<file path="src/hw/rtl/formant_bandpass_bank_defines.svh">
// Assertion macros shared by the RTL.
`ifndef FORMANT_BANDPASS_BANK_DEFINES_SVH
`define FORMANT_BANDPASS_BANK_DEFINES_SVH

`ifndef ASSERT_OFF
// clocked check, held off while in reset
`define FBB_ASSERT(lbl, prop, msg) \
  lbl: assert property (@(posedge clk) disable iff (!rst_n) (prop)) else $error(msg);
// clocked check that also runs through reset
`define FBB_ASSERT_RST(lbl, prop, msg) \
  lbl: assert property (@(posedge clk) (prop)) else $error(msg);
`else
`define FBB_ASSERT(lbl, prop, msg)
`define FBB_ASSERT_RST(lbl, prop, msg)
`endif

`endif

</file>
<file path="src/hw/rtl/fbb_pkg.sv">
package fbb_pkg;

  localparam int COEF_W        = 18;   // one packed coefficient field
  localparam int X_W           = 16;   // audio sample
  localparam int DIFF_W        = 17;   // x[n] - x[n-2]
  localparam int Y_W           = 24;   // filter output / history
  localparam int TERM_W        = 27;   // one Horner partial term
  localparam int ACC_W         = 44;   // filter accumulator
  localparam int CFG_W         = 54;
  localparam int CFG_IDX_W     = 3;
  localparam int NUM_COEF_REGS = 5;
  localparam int BIT_W         = 5;    // counts coefficient bits
  localparam int SCALE_W       = 15;
  localparam int SCALE_Q16     = 13107; // 0.2 in Q16
  localparam int OUT_FRAC      = 16;

  localparam int DEF_NUM_FORMANTS   = 5;
  localparam int DEF_COEF_FRAC_BITS = 16;

  typedef struct packed {
    logic load;    // latch coefficients, clear accumulator
    logic step;    // one coefficient bit, MSB first
    logic first;   // current bit is the sign bit
    logic update;  // round, saturate, shift output history
  } lane_ctl_t;

  typedef struct packed {
    logic clear;
    logic add;
    logic mul;
  } mix_ctl_t;

endpackage

</file>
<file path="src/hw/rtl/fbb_lane.sv">
module fbb_lane
  import fbb_pkg::*;
#(
  parameter int COEF_FRAC_BITS = DEF_COEF_FRAC_BITS
) (
  input  logic                     clk,
  input  logic                     rst_n,
  input  lane_ctl_t                ctl,
  input  logic [CFG_W-1:0]         coef,
  input  logic signed [DIFF_W-1:0] diff,
  output logic signed [Y_W-1:0]    y_out
);

  localparam logic signed [ACC_W-1:0] HALF  = ACC_W'(1) <<< (COEF_FRAC_BITS - 1);
  localparam logic signed [ACC_W-1:0] Y_MAX = ACC_W'((1 <<< (Y_W - 1)) - 1);
  localparam logic signed [ACC_W-1:0] Y_MIN = -(ACC_W'(1) <<< (Y_W - 1));

  logic [COEF_W-1:0]        b0_r, fb1_r, fb2_r;
  logic signed [ACC_W-1:0]  acc_r, acc_nxt;
  logic signed [Y_W-1:0]    y1_r, y2_r, y_nxt;
  logic signed [TERM_W-1:0] term, term_s;
  logic signed [ACC_W-1:0]  rnd, shr;

  // partial term for the current bit of each coefficient
  always_comb begin
    term = '0;
    if (b0_r[COEF_W-1]) begin
      term = term + TERM_W'(diff);
    end
    if (fb1_r[COEF_W-1]) begin
      term = term - TERM_W'(y1_r);
    end
    if (fb2_r[COEF_W-1]) begin
      term = term - TERM_W'(y2_r);
    end
    // sign bit of a two's complement coefficient weighs negative
    term_s  = ctl.first ? -term : term;
    acc_nxt = (acc_r <<< 1) + ACC_W'(term_s);
  end

  always_comb begin
    rnd = acc_r + HALF;
    shr = rnd >>> COEF_FRAC_BITS;
    if (shr > Y_MAX) begin
      y_nxt = Y_MAX[Y_W-1:0];
    end else if (shr < Y_MIN) begin
      y_nxt = Y_MIN[Y_W-1:0];
    end else begin
      y_nxt = shr[Y_W-1:0];
    end
  end

  always_ff @(posedge clk) begin
    if (ctl.load) begin
      b0_r  <= coef[COEF_W-1:0];
      fb1_r <= coef[2*COEF_W-1:COEF_W];
      fb2_r <= coef[3*COEF_W-1:2*COEF_W];
      acc_r <= '0;
    end else if (ctl.step) begin
      b0_r  <= {b0_r[COEF_W-2:0], 1'b0};
      fb1_r <= {fb1_r[COEF_W-2:0], 1'b0};
      fb2_r <= {fb2_r[COEF_W-2:0], 1'b0};
      acc_r <= acc_nxt;
    end
  end

  always_ff @(posedge clk) begin
    if (!rst_n) begin
      y1_r <= '0;
      y2_r <= '0;
    end else if (ctl.update) begin
      y1_r <= y_nxt;
      y2_r <= y1_r;
    end
  end

  assign y_out = y1_r;

endmodule

</file>
<file path="src/hw/rtl/fbb_mix.sv">
module fbb_mix
  import fbb_pkg::*;
#(
  parameter int NUM_FORMANTS = DEF_NUM_FORMANTS
) (
  input  logic                  clk,
  input  mix_ctl_t              ctl,
  input  logic signed [Y_W-1:0] y_in,
  output logic signed [X_W-1:0] mix_out
);

  localparam int SUM_W  = Y_W + $clog2(NUM_FORMANTS + 1);
  localparam int PROD_W = SUM_W + SCALE_W;
  localparam logic signed [SCALE_W-1:0] SCALE = SCALE_W'(SCALE_Q16);
  localparam logic signed [PROD_W-1:0]  HALF  = PROD_W'(1) <<< (OUT_FRAC - 1);
  localparam logic signed [PROD_W-1:0]  O_MAX = PROD_W'((1 <<< (X_W - 1)) - 1);
  localparam logic signed [PROD_W-1:0]  O_MIN = -(PROD_W'(1) <<< (X_W - 1));

  logic signed [SUM_W-1:0]  sum_r;
  logic signed [PROD_W-1:0] prod_r;
  logic signed [PROD_W-1:0] rnd, shr;

  always_ff @(posedge clk) begin
    if (ctl.clear) begin
      sum_r <= '0;
    end else if (ctl.add) begin
      sum_r <= sum_r + SUM_W'(y_in);
    end
    if (ctl.mul) begin
      prod_r <= sum_r * SCALE;
    end
  end

  always_comb begin
    rnd = prod_r + HALF;
    shr = rnd >>> OUT_FRAC;
    if (shr > O_MAX) begin
      mix_out = O_MAX[X_W-1:0];
    end else if (shr < O_MIN) begin
      mix_out = O_MIN[X_W-1:0];
    end else begin
      mix_out = shr[X_W-1:0];
    end
  end

endmodule

</file>
<file path="src/hw/rtl/formant_bandpass_bank.sv">
// Bank of parallel second-order bandpass filters, one result per sample.
// Input channel: in_valid / in_stall with in_sample_in (signed Q1.15).
// Result channel: out_valid / out_stall with out_sample_out (signed Q1.15).
// A beat moves on a rising edge with valid high and stall low.
// Config: cfg_we writes cfg_data into coefficient register cfg_index
// (0..4); other indexes are ignored. Write only while the bank is idle.
// Each filter lane runs a bit-serial multiply-accumulate over the 18
// coefficient bits, MSB first, all lanes in parallel. Then the lanes round
// and update the output history, the lane outputs are summed one lane per
// cycle, the sum is scaled by 0.2 and then loaded into the output register.
// in_stall is low only while no sample is in flight. A result waiting on
// out_stall stays in the output register; the next sample is accepted and
// computed meanwhile, and held before the output until the register frees.
// Reset (rst_n low, synchronous) clears coefficients and all filter history
// and empties the output register.
`include "formant_bandpass_bank_defines.svh"

module formant_bandpass_bank
  import fbb_pkg::*;
#(
  parameter int NUM_FORMANTS   = DEF_NUM_FORMANTS,
  parameter int COEF_FRAC_BITS = DEF_COEF_FRAC_BITS
) (
  input  logic                  clk,
  input  logic                  rst_n,
  input  logic                  in_valid,
  output logic                  in_stall,
  input  logic signed [X_W-1:0] in_sample_in,
  output logic                  out_valid,
  input  logic                  out_stall,
  output logic signed [X_W-1:0] out_sample_out,
  input  logic                  cfg_we,
  input  logic [CFG_IDX_W-1:0]  cfg_index,
  input  logic [CFG_W-1:0]      cfg_data
);

  localparam int LANE_W = (NUM_FORMANTS > 1) ? $clog2(NUM_FORMANTS) : 1;

  typedef enum logic [5:0] {
    S_IDLE = 6'b000001,
    S_MAC  = 6'b000010,
    S_POST = 6'b000100,
    S_SUM  = 6'b001000,
    S_MUL  = 6'b010000,
    S_OUT  = 6'b100000
  } state_t;

  state_t                   state_r, state_nxt;
  logic [BIT_W-1:0]         bit_cnt_r, bit_cnt_nxt;
  logic [LANE_W-1:0]        lane_cnt_r, lane_cnt_nxt;
  logic [CFG_W-1:0]         coef_r [NUM_COEF_REGS];
  logic signed [X_W-1:0]    x1_r, x2_r;
  logic signed [DIFF_W-1:0] diff_r;
  logic                     out_valid_r;
  logic signed [X_W-1:0]    out_data_r;
  logic                     in_acc, out_acc, out_free;
  lane_ctl_t                lane_ctl;
  mix_ctl_t                 mix_ctl;
  logic signed [Y_W-1:0]    lane_y [NUM_FORMANTS];
  logic signed [X_W-1:0]    mix_out;

  assign in_stall = (state_r != S_IDLE);
  assign in_acc   = in_valid && !in_stall;
  assign out_acc  = out_valid_r && !out_stall;
  assign out_free = !out_valid_r || out_acc;

  always_ff @(posedge clk) begin
    if (!rst_n) begin
      for (int i = 0; i < NUM_COEF_REGS; i++) begin
        coef_r[i] <= '0;
      end
    end else if (cfg_we && (32'(cfg_index) < NUM_COEF_REGS)) begin
      coef_r[cfg_index] <= cfg_data;
    end
  end

  always_comb begin
    state_nxt    = state_r;
    bit_cnt_nxt  = bit_cnt_r;
    lane_cnt_nxt = lane_cnt_r;
    lane_ctl     = '0;
    mix_ctl      = '0;
    case (state_r)
      S_IDLE: begin
        if (in_acc) begin
          lane_ctl.load = 1'b1;
          bit_cnt_nxt   = '0;
          state_nxt     = S_MAC;
        end
      end
      S_MAC: begin
        lane_ctl.step  = 1'b1;
        lane_ctl.first = (bit_cnt_r == '0);
        bit_cnt_nxt    = bit_cnt_r + 1'b1;
        if (bit_cnt_r == BIT_W'(COEF_W - 1)) begin
          state_nxt = S_POST;
        end
      end
      S_POST: begin
        lane_ctl.update = 1'b1;
        mix_ctl.clear   = 1'b1;
        lane_cnt_nxt    = '0;
        state_nxt       = S_SUM;
      end
      S_SUM: begin
        mix_ctl.add  = 1'b1;
        lane_cnt_nxt = lane_cnt_r + 1'b1;
        if (lane_cnt_r == LANE_W'(NUM_FORMANTS - 1)) begin
          state_nxt = S_MUL;
        end
      end
      S_MUL: begin
        mix_ctl.mul = 1'b1;
        state_nxt   = S_OUT;
      end
      S_OUT: begin
        if (out_free) begin
          state_nxt = S_IDLE;
        end
      end
      default: begin
        state_nxt = S_IDLE;
      end
    endcase
  end

  always_ff @(posedge clk) begin
    if (!rst_n) begin
      state_r     <= S_IDLE;
      bit_cnt_r   <= '0;
      lane_cnt_r  <= '0;
      x1_r        <= '0;
      x2_r        <= '0;
      out_valid_r <= 1'b0;
    end else begin
      state_r    <= state_nxt;
      bit_cnt_r  <= bit_cnt_nxt;
      lane_cnt_r <= lane_cnt_nxt;
      if (in_acc) begin
        x1_r <= in_sample_in;
        x2_r <= x1_r;
      end
      if (state_r == S_OUT && out_free) begin
        out_valid_r <= 1'b1;
      end else if (out_acc) begin
        out_valid_r <= 1'b0;
      end
    end
  end

  always_ff @(posedge clk) begin
    if (in_acc) begin
      diff_r <= DIFF_W'(in_sample_in) - DIFF_W'(x2_r);
    end
    if (state_r == S_OUT && out_free) begin
      out_data_r <= mix_out;
    end
  end

  for (genvar k = 0; k < NUM_FORMANTS; k++) begin : g_lane
    logic [CFG_W-1:0] lane_coef;
    if (k < NUM_COEF_REGS) begin : g_reg
      assign lane_coef = coef_r[k];
    end else begin : g_zero
      assign lane_coef = '0;
    end
    fbb_lane #(
      .COEF_FRAC_BITS(COEF_FRAC_BITS)
    ) u_lane (
      .clk  (clk),
      .rst_n(rst_n),
      .ctl  (lane_ctl),
      .coef (lane_coef),
      .diff (diff_r),
      .y_out(lane_y[k])
    );
  end

  fbb_mix #(
    .NUM_FORMANTS(NUM_FORMANTS)
  ) u_mix (
    .clk    (clk),
    .ctl    (mix_ctl),
    .y_in   (lane_y[lane_cnt_r]),
    .mix_out(mix_out)
  );

  assign out_valid      = out_valid_r;
  assign out_sample_out = out_data_r;

  `FBB_ASSERT(a_start_mac, in_acc |=> (state_r == S_MAC), "accepted beat did not start MAC")
  `FBB_ASSERT(a_mac_done,
    (state_r == S_MAC && bit_cnt_r == BIT_W'(COEF_W - 1)) |=> (state_r == S_POST),
    "MAC loop did not end after the last coefficient bit")
  `FBB_ASSERT(a_out_hold, (state_r == S_OUT && out_valid_r && out_stall) |=>
    (state_r == S_OUT), "result left the datapath while output register was full")
  `FBB_ASSERT(a_busy_no_take, (state_r != S_IDLE) |-> !in_acc,
    "beat accepted while a sample is in flight")
  `FBB_ASSERT_RST(a_rst_empty, !rst_n |=> !out_valid_r, "output not empty after reset")

endmodule

</file>
<file path="config.mk">
export PLATFORM = sky130hd
export DESIGN_NAME = formant_bandpass_bank
export DESIGN_NICKNAME = d
export VERILOG_FILES = /design/src/hw/rtl/fbb_pkg.sv /design/src/hw/rtl/fbb_lane.sv /design/src/hw/rtl/fbb_mix.sv /design/src/hw/rtl/formant_bandpass_bank.sv
export VERILOG_INCLUDE_DIRS = /design/src /design/src/hw/rtl
export SDC_FILE = /design/constraint.sdc
export NUM_CORES = 2
export LEC_CHECK = 0
export ABC_AREA = 1
export BUFFER_PORTS_ARGS = -buffer_cell sky130_fd_sc_hd__buf_2
export CAP_MARGIN = 10
export CORE_MARGIN = 5
export CORE_UTILIZATION = 50
export DETAILED_ROUTE_END_ITERATION = 7
export PLACE_DENSITY = 0.65
export SYNTH_ARGS = -nofsm -noshare
export SYNTH_HDL_FRONTEND = slang
export SYNTH_SLANG_ARGS = --single-unit
</file>
<file path="constraint.sdc">
create_clock -name clk -period 7.6 [get_ports clk]
set_input_delay 0.76 -clock clk [delete_from_list [all_inputs] [get_ports clk]]
set_output_delay 0.76 -clock clk [all_outputs]
set_load 0.01 [all_outputs]
</file>
---- Yosys cells after proc, flatten, opt, wreduce, memory -nomap -nowiden ----
Memories as Yosys holds them, arrays and structs flattened.
Cells that the tools add are included.
word-level totals
  flip-flop bits (word level) ............. 879
  bits in writable memories ............... 270
  bits of input ports ..................... 78
  output and inout port bits .............. 18
  logic and storage cells ................. 203
  memories ................................ 1
cells by class
  add/subtract/negate cells ............... 30
  multipliers ............................. 1
  order comparisons ....................... 14
  eq/ne operators ......................... 13
  mux-type cells .......................... 87
  bitwise operators ....................... 1
  reductions and logical operators ........ 16
memory list
  name    depth  width  rd ports  clocked after Yosys merged registers in  wr ports  line                         text
  coef_r  5      54     5         0                                        5         formant_bandpass_bank.sv:51  logic [CFG_W-1:0] coef_r [NUM_COEF_REGS];
operators by type and width
  operator                                                         number
  two-way mux 18 bit                                               30
  two-way mux 27 bit                                               20
  two-way mux 24 bit                                               12
  subtractor 27 x 24 -> 27 bit                                     10
  adder 44 x 17 -> 44 bit, second input constant                   5
  adder 44 x 27 -> 44 bit                                          5
  greater-than comparator 28 x 24 -> 1 bit, second input constant  5
  less-than comparator 28 x 24 -> 1 bit, second input constant     5
  negation 27 bit                                                  5
  binary-select mux 24 bit (select 3 bit)                          1
  two-way mux 54 bit                                               1
  OR reduction 54 bit                                              1
  adder 42 x 17 -> 42 bit, second input constant                   1
  multiplier 27 x 15 -> 42 bit, second input constant              1
  case mux 6 bit (6 select lines)                                  1
  adder 27 x 24 -> 27 bit                                          1
  greater-than comparator 26 x 16 -> 1 bit, second input constant  1
  less-than comparator 26 x 16 -> 1 bit, second input constant     1
  two-way mux 6 bit                                                4
  subtractor 16 x 16 -> 17 bit                                     1
  two-way mux 16 bit                                               1
  two-way mux 1 bit                                                12
  case mux 5 bit (2 select lines)                                  1
  inequality test 2 bit, second input constant                     4
  other kinds (25)                                                 33

---- Logic depth before layout (Yosys ltp) ----
  word-level depth ........................ 8
  gate-level depth with buffers ........... 53
  mapped depth without buffers ............ 52

---- Modules after synthesis ----
Synthesis repeated with hierarchy kept, for this count alone.
unflattened totals
  cells, all modules ...................... 14155
  area total of the unflattened synthesis .. 95591.7 um^2
by module, submodules not included
  module                           instances  cells each  area an instance (um^2)  sequential area each (um^2)
  fbb_lane (g_lane[2].u_lane ...)  3          2252        13860.8                  3463.3
  formant_bandpass_bank            1          1369        14677.8                  10039.6
  fbb_lane (g_lane[0].u_lane)      1          2162        13614.3                  3463.3
  fbb_lane (g_lane[1].u_lane)      1          2184        13584.3                  3463.3
  fbb_mix                          1          1684        12132.9                  1351.3

---- Worst setup path after synthesis ----
OpenSTA, ideal clock, no wires.
  kind .................................... in2reg
  from .................................... input port in_valid
  to ...................................... register g_lane[0].u_lane.b0_r[0] (enable)
  library setup time ...................... 0.623 ns
  arrival time ............................ 6.422 ns
  required time ........................... 6.977 ns
  path slack .............................. 0.555 ns
  stages on the path ...................... 4
  path buffers ............................ 0
  cell sequence ........................... inv_1 -> nor2_1 -> nor2_1 -> inv_1
on the way
  longest elaborated chain between the ends .. 4
RTL lines
  what                          line                         text
  start: declaration            formant_bandpass_bank.sv:26  input logic in_valid,
  logical AND 1 bit             formant_bandpass_bank.sv:63  assign in_acc = in_valid && !in_stall;
  two-way mux 1 bit             formant_bandpass_bank.sv:85  if (in_acc) begin
  two-way mux 1 bit             formant_bandpass_bank.sv:83  case (state_r)
  nonzero test 2 bit (no line)  --
  end signal: assignment        fbb_lane.sv:55               b0_r <= coef[COEF_W-1:0];
  end signal: assignment        fbb_lane.sv:60               b0_r <= {b0_r[COEF_W-2:0], 1'b0};
  end: declaration              fbb_lane.sv:18               logic [COEF_W-1:0] b0_r, fb1_r, fb2_r;
No other way between the ends.
A chain may end at the register's enable or synchronous reset.

---- Final worst setup path ----
  from .................................... register diff_r[16]
  to ...................................... register g_lane[4].u_lane.acc_r[31]
on the way
  longest elaborated chain between the ends .. 8
RTL lines
  what                          line                          text
  start: declaration            formant_bandpass_bank.sv:53   logic signed [DIFF_W-1:0] diff_r;
  start signal: assignment      formant_bandpass_bank.sv:153  diff_r <= DIFF_W'(in_sample_in) - DIFF_W'(x2_r);
  two-way mux 27 bit *          fbb_lane.sv:27                if (b0_r[COEF_W-1]) begin
  subtractor 27 x 24 -> 27 bit  fbb_lane.sv:31                term = term - TERM_W'(y1_r);
  two-way mux 27 bit *          fbb_lane.sv:30                if (fb1_r[COEF_W-1]) begin
  subtractor 27 x 24 -> 27 bit  fbb_lane.sv:34                term = term - TERM_W'(y2_r);
  two-way mux 27 bit *          fbb_lane.sv:33                if (fb2_r[COEF_W-1]) begin
  negation 27 bit               fbb_lane.sv:37                term_s = ctl.first ? -term : term;
  two-way mux 27 bit *          fbb_lane.sv:37
  adder 44 x 27 -> 44 bit *     fbb_lane.sv:38                acc_nxt = (acc_r <<< 1) + ACC_W'(term_s);
  end signal: assignment        fbb_lane.sv:63                acc_r <= acc_nxt;
  end: declaration              fbb_lane.sv:19                logic signed [ACC_W-1:0] acc_r, acc_nxt;
Mark *: on every way between the ends. The rest lies on a longest branch, timed or not.

==> results.md <==
- Status: finished, final reports clean
- Cell taking the most area after synthesis: edfxtp_1
- Clock root buffer: clkbuf_16
- DR vias: 88200
- Final WL: 314 mm
- Syn Std Cell Area: 0.0924 mm²
- Post-DR wirelength/cell: 19.3 µm
- Layout area overhead: 10.2%
- CORE AREA: 0.183 mm²
- Die Width: 440 µm
- CTS Buf Count: 136
- Initial Utilization: 50.4%
- Worst setup EP type: register
- Pin count of the biggest net entering global routing: 223
- Die area: 0.194 mm²
- PortBufs: 95
- Post-synthesis register bit count: 1134
- R2R cell count: 41
- Fmax: 138 MHz
- WP data arrival: 7930 ps
- R2r setup slk: 360 ps
- Top post-synthesis cells by count: nand2_1 (3517), inv_1 (2288), nor2_1 (1196), a21oi_1 (1064), nand3_1 (810)
- Most common cell in the netlist: nand2_1
- Io pins: 96
- Max-slew violations: 0
- Critical path fanouts, max: 7
- Slew HR: 20.4%
- Vias in the first global route: 84700
- 1st-pass router iterations: 6
- Worst Hold Class: input port to register
- Clk sinks: 1134
- # setup viols final: 0
- Synth cell types: 70
- Top_reg_cell synth: edfxtp_1
- Worst Skew: 57.7 ps
- CP max stage delay: 480 ps
- # DRC: 0
- Hold Startpoint: in_sample_in[5]
- Total global routing overflow: 0
- Synth warnings: 0
- MaxCap Viol Count: 0
- Clock Tree Buf Depth: 3
- RR Endpoint: g_lane[4].u_lane.acc_r[31]
- HPWL Detailed: 245 mm
- CTS H-Tree Depth: 4
- Worst setup path category: register to register
- CP Data Required Time: 8290 ps
- Hold Crit Depth: 3
- Syn avg cell area: 6.86 µm²
- Worst path top cell family by delay: simple AND/OR/NAND/NOR gates
- Hold_buf cts: 0
- R2r startpoint: diff_r[16]
- Iter 0 DRT Violations: 7478
- Worst path most repeated cell: nand2_1
- Final hold vios: 0
- Post-synth EDFFs: 600
- Pre-CTS setup slack: 47.1 ps
- Antenna violations before repair: 8
- Site Rows: 157
- Clk_lat worst skew: 820 ps
- CTS tree: yes
- Critical Path Start: diff_r[16]
- Final WS setup: 363 ps
- Cells after synthesis: 13500
- Routed Antenna Nets: 0
- Syn_nets: 14400
- Most area-consuming cells after synthesis: edfxtp_1 (19%), nand2_1 (14%), dfxtp_1 (12%)
- Worst-Margin Slew: 1190 ps
- Reg clk slew, reported paths: 60 ps
- Routed vias/inst: 5.44
- GRT Util Overall: 31.6%
- Worst hold endpoint: x1_r[5]
- First-pass GRT wire length: 480 mm
- Min Clock Period, post-route: 7240 ps
- Die Y: 440 µm
- Nets@finish: 14500
- GP Congestion: 1.01
- Yosys top cell area share: 19.5%
- Slowest cell on crit path: edfxtp_1
- Crit path buf inv count: 9
- Tcrit/Tclk final: 95.2%
- Layout cells sized above 1: 6.41%
- Seq/Total Area, Yosys: 31.1%
- Crit path launch type: register
- Asr flop ratio synth: 0%
-- metal layers --
metal,up-vias,GRT usage [%],share of wire (%)
li1,43800,-,-
met2,2694,52.0,46
met3,541,4.54,6.3
met1,41100,42.0,44
met5,-,0,0
met4,0,12.2,4.4
-- kinds of logic (layout without fill, tap and decap cells) --
logic type | Yosys count | count (layout) | synth area share, %
buffers and inverters | 2665 | 2933 | 11.0
AO/OA/AOI/OAI | 2359 | 2359 | 14.0
AND/OR/NAND/NOR | 6058 | 6058 | 27.3
flip-flops | 1134 | 1134 | 31.1
adder cells (fa/ha/maj) | 815 | 815 | 12.4
other | 0 | 2 | 0
XOR/XNOR | 450 | 450 | 4.27
-- worst register-to-register path, delay by kind of cell, from the launching register on --
kind / cells / cell delay (ps)
xor gates and xnor gates: 1 / 170
DFF: 1 / 480
and+or+nand+nor: 21 / 2990
buffers and inverters: 9 / 1240
adders and majority gates: 3 / 1070
AOI/OAI and AO/OA: 7 / 1160
-- timing repair --
item,4_1_cts,5_1_grt
endpoints found under the hold margin,0,0
buffers inserted,0,40
setup endpoints to repair,0,90
resized for setup,0,129
-- through the flow --
step / TNS, ps / utilization, % / hold WS, ps / instance area (µm²) / instances
6_report: 0 / 55.5 / 238 / 102000 / 16200
5_1_grt: -99.0 / 55.5 / 217 / 102000 / 16200
4_1_cts: 0 / 55.1 / 182 / 101000 / 16200
3_5_place_dp: 0 / 52.6 / 451 / 96500 / 15900
3_3_place_gp: 0 / 52.6 / 444 / 96500 / 15900
2_1_floorplan: 0 / - / 433 / 92400 / 13500
-- registers in the layout (all words and copies together), names as in the netlist --
signal / count
diff_r: 17
g_lane.u_lane.b0_r: 90
out_sample_out: 16
g_lane.u_lane.y_out: 120
state_r: 6
u_mix.prod_r: 27
u_mix.sum_r: 27
g_lane.u_lane.y2_r: 120
coef_r: 270
g_lane.u_lane.fb1_r: 90
x2_r: 16
x1_r: 16
bit_cnt_r: 5
g_lane.u_lane.fb2_r: 90
out_valid: 1
lane_cnt_r: 3
g_lane.u_lane.acc_r: 220
-- cell type report --
type	instances	area, µm²
Antenna cell	2	5.00
Clock buffer	174	3680
Timing Repair inverter	2	15.0
Tap cell	2464	3080
Timing Repair Buffer	380	2720
Sequential cell	1134	28700
Fill cell	18200	81600
Inverter	2303	8690
Clock inverter	74	941
Multi-Input combinational cell	9682	54100
-- worst max-delay path by stage --
stage          cells past startpoint  slack (ps)                         end
6_report                          41         360  g_lane[4].u_lane.acc_r[31]
5_1_grt                           44         -40  g_lane[4].u_lane.acc_r[42]
4_1_cts                           32          10  g_lane[3].u_lane.acc_r[42]
3_5_place_dp                      32          50  g_lane[3].u_lane.acc_r[42]
3_3_place_gp                      42         140  g_lane[0].u_lane.acc_r[36]
2_1_floorplan                      4         550    g_lane[0].u_lane.b0_r[0]
-- cells in the final DEF, fill, tap and decap left out, drive strengths merged, types with 13 or more instances in the layout --
cell type / n
a21oi: 1092
a21boi: 25
and3: 25
a21o: 31
a31o: 14
nand3: 821
a31oi: 83
xor2: 266
edfxtp: 600
nand3b: 43
nor2: 1228
clkinv: 61
o21ai: 834
nor3: 125
o211ai: 54
o21a: 48
xnor2: 184
buf: 380
clkbuf: 174
nand2: 3542
o31ai: 13
and2: 28
nand4: 154
or2: 45
dfxtp: 534
a211oi: 14
clkinvlp: 13
fa: 167
o21bai: 104
inv: 2294
nor4: 35
ha: 647
Power is left out: the tool's default activity adds up to more than one toggle a clock period on the data nets, which glitch-free logic cannot reach.
